$ cat config.mk
export PLATFORM = sky130hd
export DESIGN_NAME = timed_color_level_crossfade_top
export DESIGN_NICKNAME = d
export VERILOG_FILES = /design/src/design/tclc_pkg.sv /design/src/design/tclc_lane.sv /design/src/design/timed_color_level_crossfade_top.sv
export SDC_FILE = /design/constraint.sdc
export NUM_CORES = 2
export LEC_CHECK = 0
export BUFFER_PORTS_ARGS = -buffer_cell sky130_fd_sc_hd__buf_2
export CORE_MARGIN = 3
export CORE_UTILIZATION = 45
export CTS_CLUSTER_SIZE = 25
export DETAILED_ROUTE_END_ITERATION = 10
export SLEW_MARGIN = 40
export SYNTH_ARGS = -nofsm -noshare
export SYNTH_HDL_FRONTEND = slang
export SYNTH_SLANG_ARGS = --single-unit
$ cat constraint.sdc
create_clock -name aclk -period 7.3 [get_ports aclk]
set_input_delay 1.46 -clock aclk [delete_from_list [all_inputs] [get_ports aclk]]
set_output_delay 1.46 -clock aclk [all_outputs]
set_load 0.02 [all_outputs]
$ cat src/design/tclc_pkg.sv
package tclc_pkg;

    // Field widths
    localparam int NOW_W    = 32;
    localparam int LEVEL_W  = 16;
    localparam int COLOR_W  = 8;
    localparam int DUR_W    = 15;

    // Time width range and default
    localparam int TIME_BITS_DEF = 32;
    localparam int TIME_MAX_W    = 64;

    // Blend datapath: every lane works on level-wide values
    localparam int VAL_W     = LEVEL_W;
    localparam int PROD_W    = VAL_W + DUR_W;
    localparam int NUM_W     = PROD_W + 2;
    localparam int DIGIT_W   = 2;
    localparam int MUL_STEPS = (DUR_W + DIGIT_W - 1) / DIGIT_W;
    localparam int REM_SH_W  = MUL_STEPS * DIGIT_W;
    localparam int DIV_STEPS = VAL_W;
    localparam int STEP_W    = $clog2(DIV_STEPS);

    // Lanes: level, red, green, blue
    localparam int NUM_LANES = 4;
    localparam int NUM_COLORS = 3;
    localparam int LANE_LEVEL = 0;

    // Reset gray for each color channel
    localparam logic [COLOR_W-1:0] GRAY_INIT = COLOR_W'(77);

    // Operation codes carried in tuser
    localparam logic OP_UPDATE = 1'b0;
    localparam logic OP_QUERY  = 1'b1;

    // Beat widths
    localparam int S_TDATA_W = 88;
    localparam int M_TDATA_W = 40;

    // Per-cycle commands from the sequencer to every lane
    typedef struct packed {
        logic               load;
        logic               mul;
        logic               div_load;
        logic               div;
        logic [DIGIT_W-1:0] digit;
    } lane_ctrl_t;

endpackage

$ cat src/design/tclc_lane.sv
module tclc_lane
    import tclc_pkg::*;
(
    input  logic               aclk,
    input  lane_ctrl_t         ctrl,
    input  logic [VAL_W-1:0]   from_val,
    input  logic [VAL_W-1:0]   tgt_val,
    input  logic [DUR_W-1:0]   fade_len,
    output logic [VAL_W-1:0]   result
);

    logic               up_reg;
    logic [VAL_W-1:0]   tgt_reg;
    logic [VAL_W-1:0]   mag_reg;
    logic [VAL_W+1:0]   mag3_reg;
    logic [PROD_W-1:0]  acc_reg;
    logic [VAL_W-1:0]   part_reg;
    logic [VAL_W-1:0]   quo_reg;

    logic               up_next;
    logic [VAL_W-1:0]   mag_next;
    logic [VAL_W+1:0]   mag3_next;
    logic [VAL_W+1:0]   pp;
    logic [PROD_W-1:0]  acc_next;
    logic [NUM_W-1:0]   num;
    logic [VAL_W:0]     trial;
    logic [VAL_W:0]     dvs;
    logic [VAL_W:0]     diff;
    logic               take;

    // Magnitude of the swing and its triple for radix-4 digits
    assign up_next   = (from_val >= tgt_val);
    assign mag_next  = up_next ? (from_val - tgt_val) : (tgt_val - from_val);
    assign mag3_next = {2'b00, mag_next} + {1'b0, mag_next, 1'b0};

    // Partial product for the current digit of the remaining time
    always_comb begin
        case (ctrl.digit)
            2'd0:    pp = '0;
            2'd1:    pp = {2'b00, mag_reg};
            2'd2:    pp = {1'b0, mag_reg, 1'b0};
            2'd3:    pp = mag3_reg;
            default: pp = '0;
        endcase
    end

    assign acc_next = {acc_reg[PROD_W-DIGIT_W-1:0], {DIGIT_W{1'b0}}} + PROD_W'(pp);

    // Dividend 2*mag*rem + len, divisor 2*len
    assign num   = {1'b0, acc_reg, 1'b0} + NUM_W'(fade_len);
    assign dvs   = {1'b0, fade_len, 1'b0};
    assign trial = {part_reg, quo_reg[VAL_W-1]};
    assign diff  = trial - dvs;
    assign take  = (trial >= dvs);

    // Multiply then restoring divide, one digit per cycle
    always_ff @(posedge aclk) begin
        if (ctrl.load) begin
            up_reg   <= up_next;
            tgt_reg  <= tgt_val;
            mag_reg  <= mag_next;
            mag3_reg <= mag3_next;
            acc_reg  <= '0;
        end else if (ctrl.mul) begin
            acc_reg <= acc_next;
        end else if (ctrl.div_load) begin
            part_reg <= num[VAL_W +: VAL_W];
            quo_reg  <= num[VAL_W-1:0];
        end else if (ctrl.div) begin
            part_reg <= take ? diff[VAL_W-1:0] : trial[VAL_W-1:0];
            quo_reg  <= {quo_reg[VAL_W-2:0], take};
        end
    end

    // Apply the rounded offset toward the start value
    assign result = up_reg ? (tgt_reg + quo_reg) : (tgt_reg - quo_reg);

endmodule

$ cat src/design/timed_color_level_crossfade_top.sv
// Timed crossfade of an RGB color plus a level.
// Input stream (s_axis_*): one beat per item. tuser[0] picks the operation:
// update (0) loads new targets and a fade duration, query (1) asks for the
// blended values at time now. Updates give no result beat; each query gives
// exactly one result beat on m_axis_*, with effect_on in tuser[0].
// Each item runs through a sequencer: a step to compare the fade end with
// now, another to saturate the remaining time and load the four lanes (level,
// red, green, blue), a radix-4 multiply of the swing by the remaining time,
// another step to form the dividend, a one-bit restoring divide by twice the
// fade length and a last step that retires the item. The lanes run side by
// side. A new beat is accepted only once the last item has retired; a query
// result is loaded into the output register in its last step.
// s_axis_tready is high only while the sequencer is idle.
// A result waits in the output register while the receiver stalls; the next
// item is accepted and computed meanwhile. A query then holds in its last step
// until the output register is free; an update retires without waiting.
// Reset (aresetn low, synchronous) drops any pending result, sets the targets
// and start values to gray 77 with level 0, and clears the fade and enable.
module timed_color_level_crossfade_top
    import tclc_pkg::*;
#(
    parameter int TIME_BITS = TIME_BITS_DEF
) (
    input  logic                   aclk,
    input  logic                   aresetn,
    // now[31:0], new_level[47:32], new_red[55:48], new_green[63:56],
    // new_blue[71:64], fade_duration[86:72], zero pad[87]
    input  logic [S_TDATA_W-1:0]   s_axis_tdata,
    // operation[0]
    input  logic [0:0]             s_axis_tuser,
    input  logic                   s_axis_tvalid,
    output logic                   s_axis_tready,
    // out_red[7:0], out_green[15:8], out_blue[23:16], out_level[39:24]
    output logic [M_TDATA_W-1:0]   m_axis_tdata,
    // effect_on[0]
    output logic [0:0]             m_axis_tuser,
    output logic                   m_axis_tvalid,
    input  logic                   m_axis_tready
);

    typedef enum logic [2:0] {
        ST_IDLE,
        ST_DIFF,
        ST_LOAD,
        ST_MUL,
        ST_DLOAD,
        ST_DIV,
        ST_DONE
    } state_t;

    state_t               state_reg;
    logic [STEP_W-1:0]    step_reg;

    // Captured item
    logic                 op_reg;
    logic [TIME_BITS-1:0] now_reg;
    logic [LEVEL_W-1:0]   new_level_reg;
    logic [COLOR_W-1:0]   new_rgb_reg [NUM_COLORS];
    logic [DUR_W-1:0]     dur_reg;

    // Fade state
    logic [LEVEL_W-1:0]   target_level_reg;
    logic [COLOR_W-1:0]   target_rgb_reg [NUM_COLORS];
    logic [LEVEL_W-1:0]   start_level_reg;
    logic [COLOR_W-1:0]   start_rgb_reg [NUM_COLORS];
    logic [DUR_W-1:0]     fade_length_reg;
    logic [TIME_BITS-1:0] fade_end_reg;
    logic                 enabled_reg;

    // Remaining-time path
    logic                 idle_fade_reg;
    logic                 far_reg;
    logic [DUR_W-1:0]     near_reg;
    logic [REM_SH_W-1:0]  rem_sh_reg;
    logic                 rem_zero_reg;

    // Output register
    logic                 m_valid_reg;
    logic [M_TDATA_W-1:0] m_data_reg;
    logic                 m_user_reg;

    logic [TIME_MAX_W-1:0] now_wide;
    logic [TIME_BITS:0]    time_diff;
    logic [DUR_W-1:0]      rem_val;
    logic                  s_accept;
    logic                  out_free;
    logic                  out_load;
    lane_ctrl_t            lane_ctrl;
    logic [VAL_W-1:0]      lane_from [NUM_LANES];
    logic [VAL_W-1:0]      lane_tgt  [NUM_LANES];
    logic [VAL_W-1:0]      lane_res  [NUM_LANES];
    logic [VAL_W-1:0]      blended   [NUM_LANES];
    logic [LEVEL_W-1:0]    q_level;

    assign s_axis_tready = (state_reg == ST_IDLE);
    assign s_accept      = s_axis_tvalid && s_axis_tready;
    assign out_free      = !m_valid_reg || m_axis_tready;
    assign out_load      = (state_reg == ST_DONE) && (op_reg == OP_QUERY) && out_free;

    assign m_axis_tvalid   = m_valid_reg;
    assign m_axis_tdata    = m_data_reg;
    assign m_axis_tuser[0] = m_user_reg;

    // Time taken modulo 2^TIME_BITS
    assign now_wide = {{(TIME_MAX_W-NOW_W){1'b0}}, s_axis_tdata[NOW_W-1:0]};

    // Fade end minus now, with borrow on top
    assign time_diff = {1'b0, fade_end_reg} - {1'b0, now_reg};

    // Remaining ticks saturated at the fade length, zero when no fade is running
    assign rem_val = idle_fade_reg ? '0
                   : ((far_reg || (near_reg > fade_length_reg)) ? fade_length_reg : near_reg);

    // Lane commands
    always_comb begin
        lane_ctrl.load     = (state_reg == ST_LOAD);
        lane_ctrl.mul      = (state_reg == ST_MUL);
        lane_ctrl.div_load = (state_reg == ST_DLOAD);
        lane_ctrl.div      = (state_reg == ST_DIV);
        lane_ctrl.digit    = rem_sh_reg[REM_SH_W-1 -: DIGIT_W];
    end

    // Lane operands: level first, then red, green, blue
    always_comb begin
        lane_from[LANE_LEVEL] = start_level_reg;
        lane_tgt[LANE_LEVEL]  = target_level_reg;
        for (int k = 0; k < NUM_COLORS; k++) begin
            lane_from[k+1] = VAL_W'(start_rgb_reg[k]);
            lane_tgt[k+1]  = VAL_W'(target_rgb_reg[k]);
        end
    end

    for (genvar g = 0; g < NUM_LANES; g++) begin : g_lane
        tclc_lane u_lane (
            .aclk     (aclk),
            .ctrl     (lane_ctrl),
            .from_val (lane_from[g]),
            .tgt_val  (lane_tgt[g]),
            .fade_len (fade_length_reg),
            .result   (lane_res[g])
        );
    end

    // No fade running: the targets stand
    always_comb begin
        for (int k = 0; k < NUM_LANES; k++) begin
            blended[k] = rem_zero_reg ? lane_tgt[k] : lane_res[k];
        end
    end

    assign q_level = enabled_reg ? blended[LANE_LEVEL] : '0;

    // Capture the item on accept
    always_ff @(posedge aclk) begin
        if (s_accept) begin
            op_reg        <= s_axis_tuser[0];
            now_reg       <= now_wide[TIME_BITS-1:0];
            new_level_reg <= s_axis_tdata[47:32];
            new_rgb_reg[0] <= s_axis_tdata[55:48];
            new_rgb_reg[1] <= s_axis_tdata[63:56];
            new_rgb_reg[2] <= s_axis_tdata[71:64];
            dur_reg       <= s_axis_tdata[86:72];
        end
    end

    // Remaining-time stages
    always_ff @(posedge aclk) begin
        if (state_reg == ST_DIFF) begin
            idle_fade_reg <= time_diff[TIME_BITS] || (time_diff[TIME_BITS-1:0] == '0)
                             || (fade_length_reg == '0);
            far_reg       <= |time_diff[TIME_BITS-1:DUR_W];
            near_reg      <= time_diff[DUR_W-1:0];
        end
        if (state_reg == ST_LOAD) begin
            rem_sh_reg   <= REM_SH_W'(rem_val);
            rem_zero_reg <= (rem_val == '0);
        end else if (state_reg == ST_MUL) begin
            rem_sh_reg <= {rem_sh_reg[REM_SH_W-DIGIT_W-1:0], {DIGIT_W{1'b0}}};
        end
    end

    // Sequencer, fade state and output register
    always_ff @(posedge aclk) begin
        if (!aresetn) begin
            state_reg        <= ST_IDLE;
            step_reg         <= '0;
            m_valid_reg      <= 1'b0;
            target_level_reg <= '0;
            start_level_reg  <= '0;
            for (int k = 0; k < NUM_COLORS; k++) begin
                target_rgb_reg[k] <= GRAY_INIT;
                start_rgb_reg[k]  <= GRAY_INIT;
            end
            fade_length_reg  <= '0;
            fade_end_reg     <= '0;
            enabled_reg      <= 1'b0;
        end else begin
            // Raise valid on a new result, drop it once the receiver takes it
            if (out_load) begin
                m_valid_reg <= 1'b1;
            end else if (m_axis_tready) begin
                m_valid_reg <= 1'b0;
            end
            case (state_reg)
                ST_IDLE: begin
                    if (s_accept) begin
                        state_reg <= ST_DIFF;
                    end
                end
                ST_DIFF: begin
                    state_reg <= ST_LOAD;
                end
                ST_LOAD: begin
                    step_reg  <= '0;
                    state_reg <= ST_MUL;
                end
                ST_MUL: begin
                    step_reg <= step_reg + 1'b1;
                    if (step_reg == STEP_W'(MUL_STEPS - 1)) begin
                        state_reg <= ST_DLOAD;
                    end
                end
                ST_DLOAD: begin
                    step_reg  <= '0;
                    state_reg <= ST_DIV;
                end
                ST_DIV: begin
                    step_reg <= step_reg + 1'b1;
                    if (step_reg == STEP_W'(DIV_STEPS - 1)) begin
                        state_reg <= ST_DONE;
                    end
                end
                ST_DONE: begin
                    if (op_reg == OP_UPDATE) begin
                        // Snapshot the blend as the new start when a fade begins
                        if (dur_reg != '0) begin
                            start_level_reg <= blended[LANE_LEVEL];
                            for (int k = 0; k < NUM_COLORS; k++) begin
                                start_rgb_reg[k] <= blended[k+1][COLOR_W-1:0];
                            end
                        end
                        target_level_reg <= new_level_reg;
                        for (int k = 0; k < NUM_COLORS; k++) begin
                            target_rgb_reg[k] <= new_rgb_reg[k];
                        end
                        enabled_reg     <= (dur_reg != '0) || (new_level_reg != '0);
                        fade_length_reg <= dur_reg;
                        fade_end_reg    <= now_reg + TIME_BITS'(dur_reg);
                        state_reg       <= ST_IDLE;
                    end else if (out_free) begin
                        m_data_reg  <= {q_level,
                                        blended[3][COLOR_W-1:0],
                                        blended[2][COLOR_W-1:0],
                                        blended[1][COLOR_W-1:0]};
                        m_user_reg  <= enabled_reg && (q_level != '0);
                        state_reg   <= ST_IDLE;
                    end
                end
                default: begin
                    state_reg <= ST_IDLE;
                end
            endcase
        end
    end

    // Remaining time never exceeds the fade length
    assert property (@(posedge aclk) disable iff (!aresetn)
        (state_reg == ST_LOAD) |=> (rem_sh_reg <= REM_SH_W'(fade_length_reg)))
        else $error("remaining time above fade length");

    // A rounded color blend stays within one byte
    assert property (@(posedge aclk) disable iff (!aresetn)
        ((state_reg == ST_DONE) && !rem_zero_reg) |->
            ((lane_res[1][VAL_W-1:COLOR_W] == '0) && (lane_res[2][VAL_W-1:COLOR_W] == '0)
             && (lane_res[3][VAL_W-1:COLOR_W] == '0)))
        else $error("color blend out of range");

    // effect_on only with a nonzero level
    assert property (@(posedge aclk) disable iff (!aresetn)
        (m_valid_reg && m_user_reg) |-> (m_data_reg[M_TDATA_W-1 -: LEVEL_W] != '0))
        else $error("effect on with zero level");

    // An update retires in its last step without a result beat
    assert property (@(posedge aclk) disable iff (!aresetn)
        ((state_reg == ST_DONE) && (op_reg == OP_UPDATE) && !m_valid_reg) |=>
            ((state_reg == ST_IDLE) && !m_valid_reg))
        else $error("update produced a result or stalled");

endmodule
==> impl_results.md <==
- Iteration-0 DRC Markers: 2,309
- Crit share post-route: 72.54%
- Critical path origin: target_rgb_reg[0][9]$_SDFFCE_PN0P_
- Worst-Skew Late Latency: 0.64 ns
- DR pass1 iterations: 5
- WL final: 115,600 um
- Comb pwr share: 22.4%
- Fmax: 0.1888 GHz
- Crit start category: register
- R2r endpoint: g_lane[2].u_lane.mag3_reg[9]$_DFFE_PP_
- Clock buffer depth: 3
- Synth Net Count: 5,281
- Leakage: 0.02002 uW
- Cells on worst reg2reg path: 22
- Launch point of the worst reg-to-reg path: target_rgb_reg[0][9]$_SDFFCE_PN0P_
- Worst slew margin relative to its limit: 45.81%
- Area after DPL: 47,160 um^2
- DRC: 0
- Crit path to: g_lane[2].u_lane.mag3_reg[9]$_DFFE_PP_
- Setup violations, final: 0
- Total track usage: 22.08%
- Clk pwr share: 35.6%
- Internal power: 8082 uW
- Yosys top cell by area: edfxtp_1
- Fin nets: 5,379
- Clock root buffer: clkbuf_16
- Layout cells sized above 1: 8.852%
- Initial antenna violation count: 0
- Post-Synthesis Mean Instance Area: 9.475 um^2
- CTS tree: built
- Design area: 49,890 um^2
- CP Capture Type: register
- Global-route wire length before repair: 182,500 um
- N_diodes: 0
- Core ar.: 98,850 um^2
- Cell Pwr Density: 232.0 nW/um^2
- Clock-pin slew on the worst setup and hold paths: 0.06 ns
- Sw Ratio: 30.16%
- RSZ-0062 raised after global routing: false
- Sequential cell area: 18,350 um^2
- Gr ovfl total: 0
- Die ar.: 103,900 um^2
- FP Rows: 115
- Path type of the worst setup path: reg2reg
- Top Ports: 136
- Worst clock skew: 0.02841 ns
- Die height: 322.4 um
- Min cycle time layout: 5.295 ns
- Synthesized netlist cell count: 4,753
- Deepest level of the CTS H-tree: 3
- Remaining antenna violation count after routing: 0
- Most common cell in the netlist: nand2_1
- IO buf count: 134
- Fillers: 9,156
- Seq/Total Area, Yosys: 40.74%
- CP required: 7.67 ns
- Asr flop ratio synth: 0%
- Hold buffer count at CTS: 0
- Vias: 34,440
- Multi-input gate area: 24,930 um^2
- #FFs+latches synth: 682
- Max Cap Viol: 0
- Critical path arrival: 5.67 ns
- Synth top area share: 31.27%
- Vias in the first global route: 33,050
- Worst-path fanout max: 7
- Reg2reg setup slack: 2.00 ns
- Sequential Power Share: 42.0%
- Top cells by count, synth: nand2_1, edfxtp_1, ha_1, o21ai_0, a21oi_1
- Post-CTS Setup Repair Bufs: 0
- CTS resizes: 0
- Hold WC Path Type: reg2reg
- Initial Utilization: 45.56%
- P_sw: 3491 uW
- Layout area overhead: 10.77%
- Largest net degree at the start of global routing: 104
- Mean routed wirelength per cell: 18.65 um
- Largest register FFs: 124
- Hold violation count in the final report: 0
- Hpwl dp: 84,310 um
- Total CTS buffers: 81
- Status: completed
- VDD IR max: 0.1725 mV
- Synth Warn #: 0
- Predominant post-synthesis flop cell: edfxtp_1
- Post-Route Setup TNS: 0 ns
- Mapped cell area: 45,030 um^2
- Slew Limit Fails: 0
- Synth area leaders: edfxtp_1, ha_1, dfxtp_1, o21ai_0, nand2_1
- Post-synthesis cell type count: 80
- Post-synth EDFFs: 469
- Num Clock Sinks: 682
- Die W: 322.4 um
- Least-Margin Pin Slew: 0.7923 ns
- Gp weighted congestion: 0.8578
- Drt via density: 5.553
stage by stage:
stage	util [%]	instances	hold slack, ns	setup slack (ns)	power, uW
final	50.47	6201	0.4557	2.005	11570
after global routing	50.47	6201	0.4799	1.574	12210
after CTS	50.42	6200	0.4596	2.071	11690
after detailed placement	47.71	6054	0.4471	2.112	7519
after global placement	47.65	6053	0.4413	2.078	7473
after floorplan	-	4753	0.4291	2.116	6864
final cells by class:
cell class	instances	share of cell area, %
clock inverters	43	0.8979
flip-flops and latches	682	36.78
well taps	1287	3.228
multi-input cells	3573	49.97
inverters	330	2.496
repair buffers	183	2.154
clock buffers	103	4.477
metal layers:
metal	vias up	part of all wire [%]	wire (um)	global-route usage [%]
met2	685	44	51300	35.01
met1	16330	49	56250	31.67
met3	127	4.9	5616	3.074
li1	17290	-	-	-
met5	-	0	0	0
met4	0	2.1	2449	5.912
critical path, stage by stage (launching register included):
cell,delay [ns]
edfxtp_1,0.49
inv_1,0.13
ha_1,0.33
nor2b_1,0.13
o21ai_0,0.21
a21boi_0,0.11
o21ai_0,0.21
a21boi_0,0.13
o21ai_1,0.25
a21boi_0,0.21
nor2_1,0.50
mux2_2,0.44
a211oi_1,0.41
xnor2_1,0.24
ha_1,0.31
inv_1,0.08
nor2_1,0.04
nor2_1,0.16
o21bai_1,0.09
a21oi_1,0.24
nor2b_1,0.07
o21ai_0,0.15
nand2b_1,0.07
power by group through the flow:
stage,clock [uW],combinational (uW),sequential (uW)
after floorplan,0,2060,4800
after global placement,0,2530,4940
after detailed placement,0,2580,4940
after CTS,4230,2590,4860
after global routing,4370,2940,4900
final,4120,2590,4860
how the worst min path moves through the flow:
stage / depth (start not counted) / startpoint / to
finish: 2 / fade_end_reg[8]$_SDFFE_PN0P_ / fade_end_reg[8]$_SDFFE_PN0P_
global route: 2 / fade_end_reg[6]$_SDFFE_PN0P_ / fade_end_reg[6]$_SDFFE_PN0P_
CTS: 2 / fade_end_reg[8]$_SDFFE_PN0P_ / fade_end_reg[8]$_SDFFE_PN0P_
detailed placement: 2 / fade_end_reg[15]$_SDFFE_PN0P_ / fade_end_reg[15]$_SDFFE_PN0P_
global placement: 2 / fade_end_reg[26]$_SDFFE_PN0P_ / fade_end_reg[26]$_SDFFE_PN0P_
floorplan: 2 / fade_end_reg[12]$_SDFFE_PN0P_ / fade_end_reg[12]$_SDFFE_PN0P_
cell usage in the layout, fill, tap and decap left out, types with 59 or more instances in the layout:
cell type,n
nand3_1,85
and3_1,61
dfxtp_1,212
inv_1,324
nor2_1,270
mux2_2,80
a21oi_1,330
ha_1,405
buf_2,135
mux2i_1,80
a21o_1,90
o21ai_0,389
xor2_1,178
nor2b_1,59
nor3_1,80
nand2_1,508
xnor2_1,215
edfxtp_1,469
clkbuf_16,84
logic make-up after synthesis:
kind of cell,share of synthesized area [%]
muxes,3.779
xor gates and xnor gates,7.643
AOI/OAI and AO/OA,16.92
and+or+nand+nor,14.15
DFF,40.74
buffers and inverters,4.179
adders and majority gates,12.59
No activity file was read; power rests on OpenSTA's default activity.
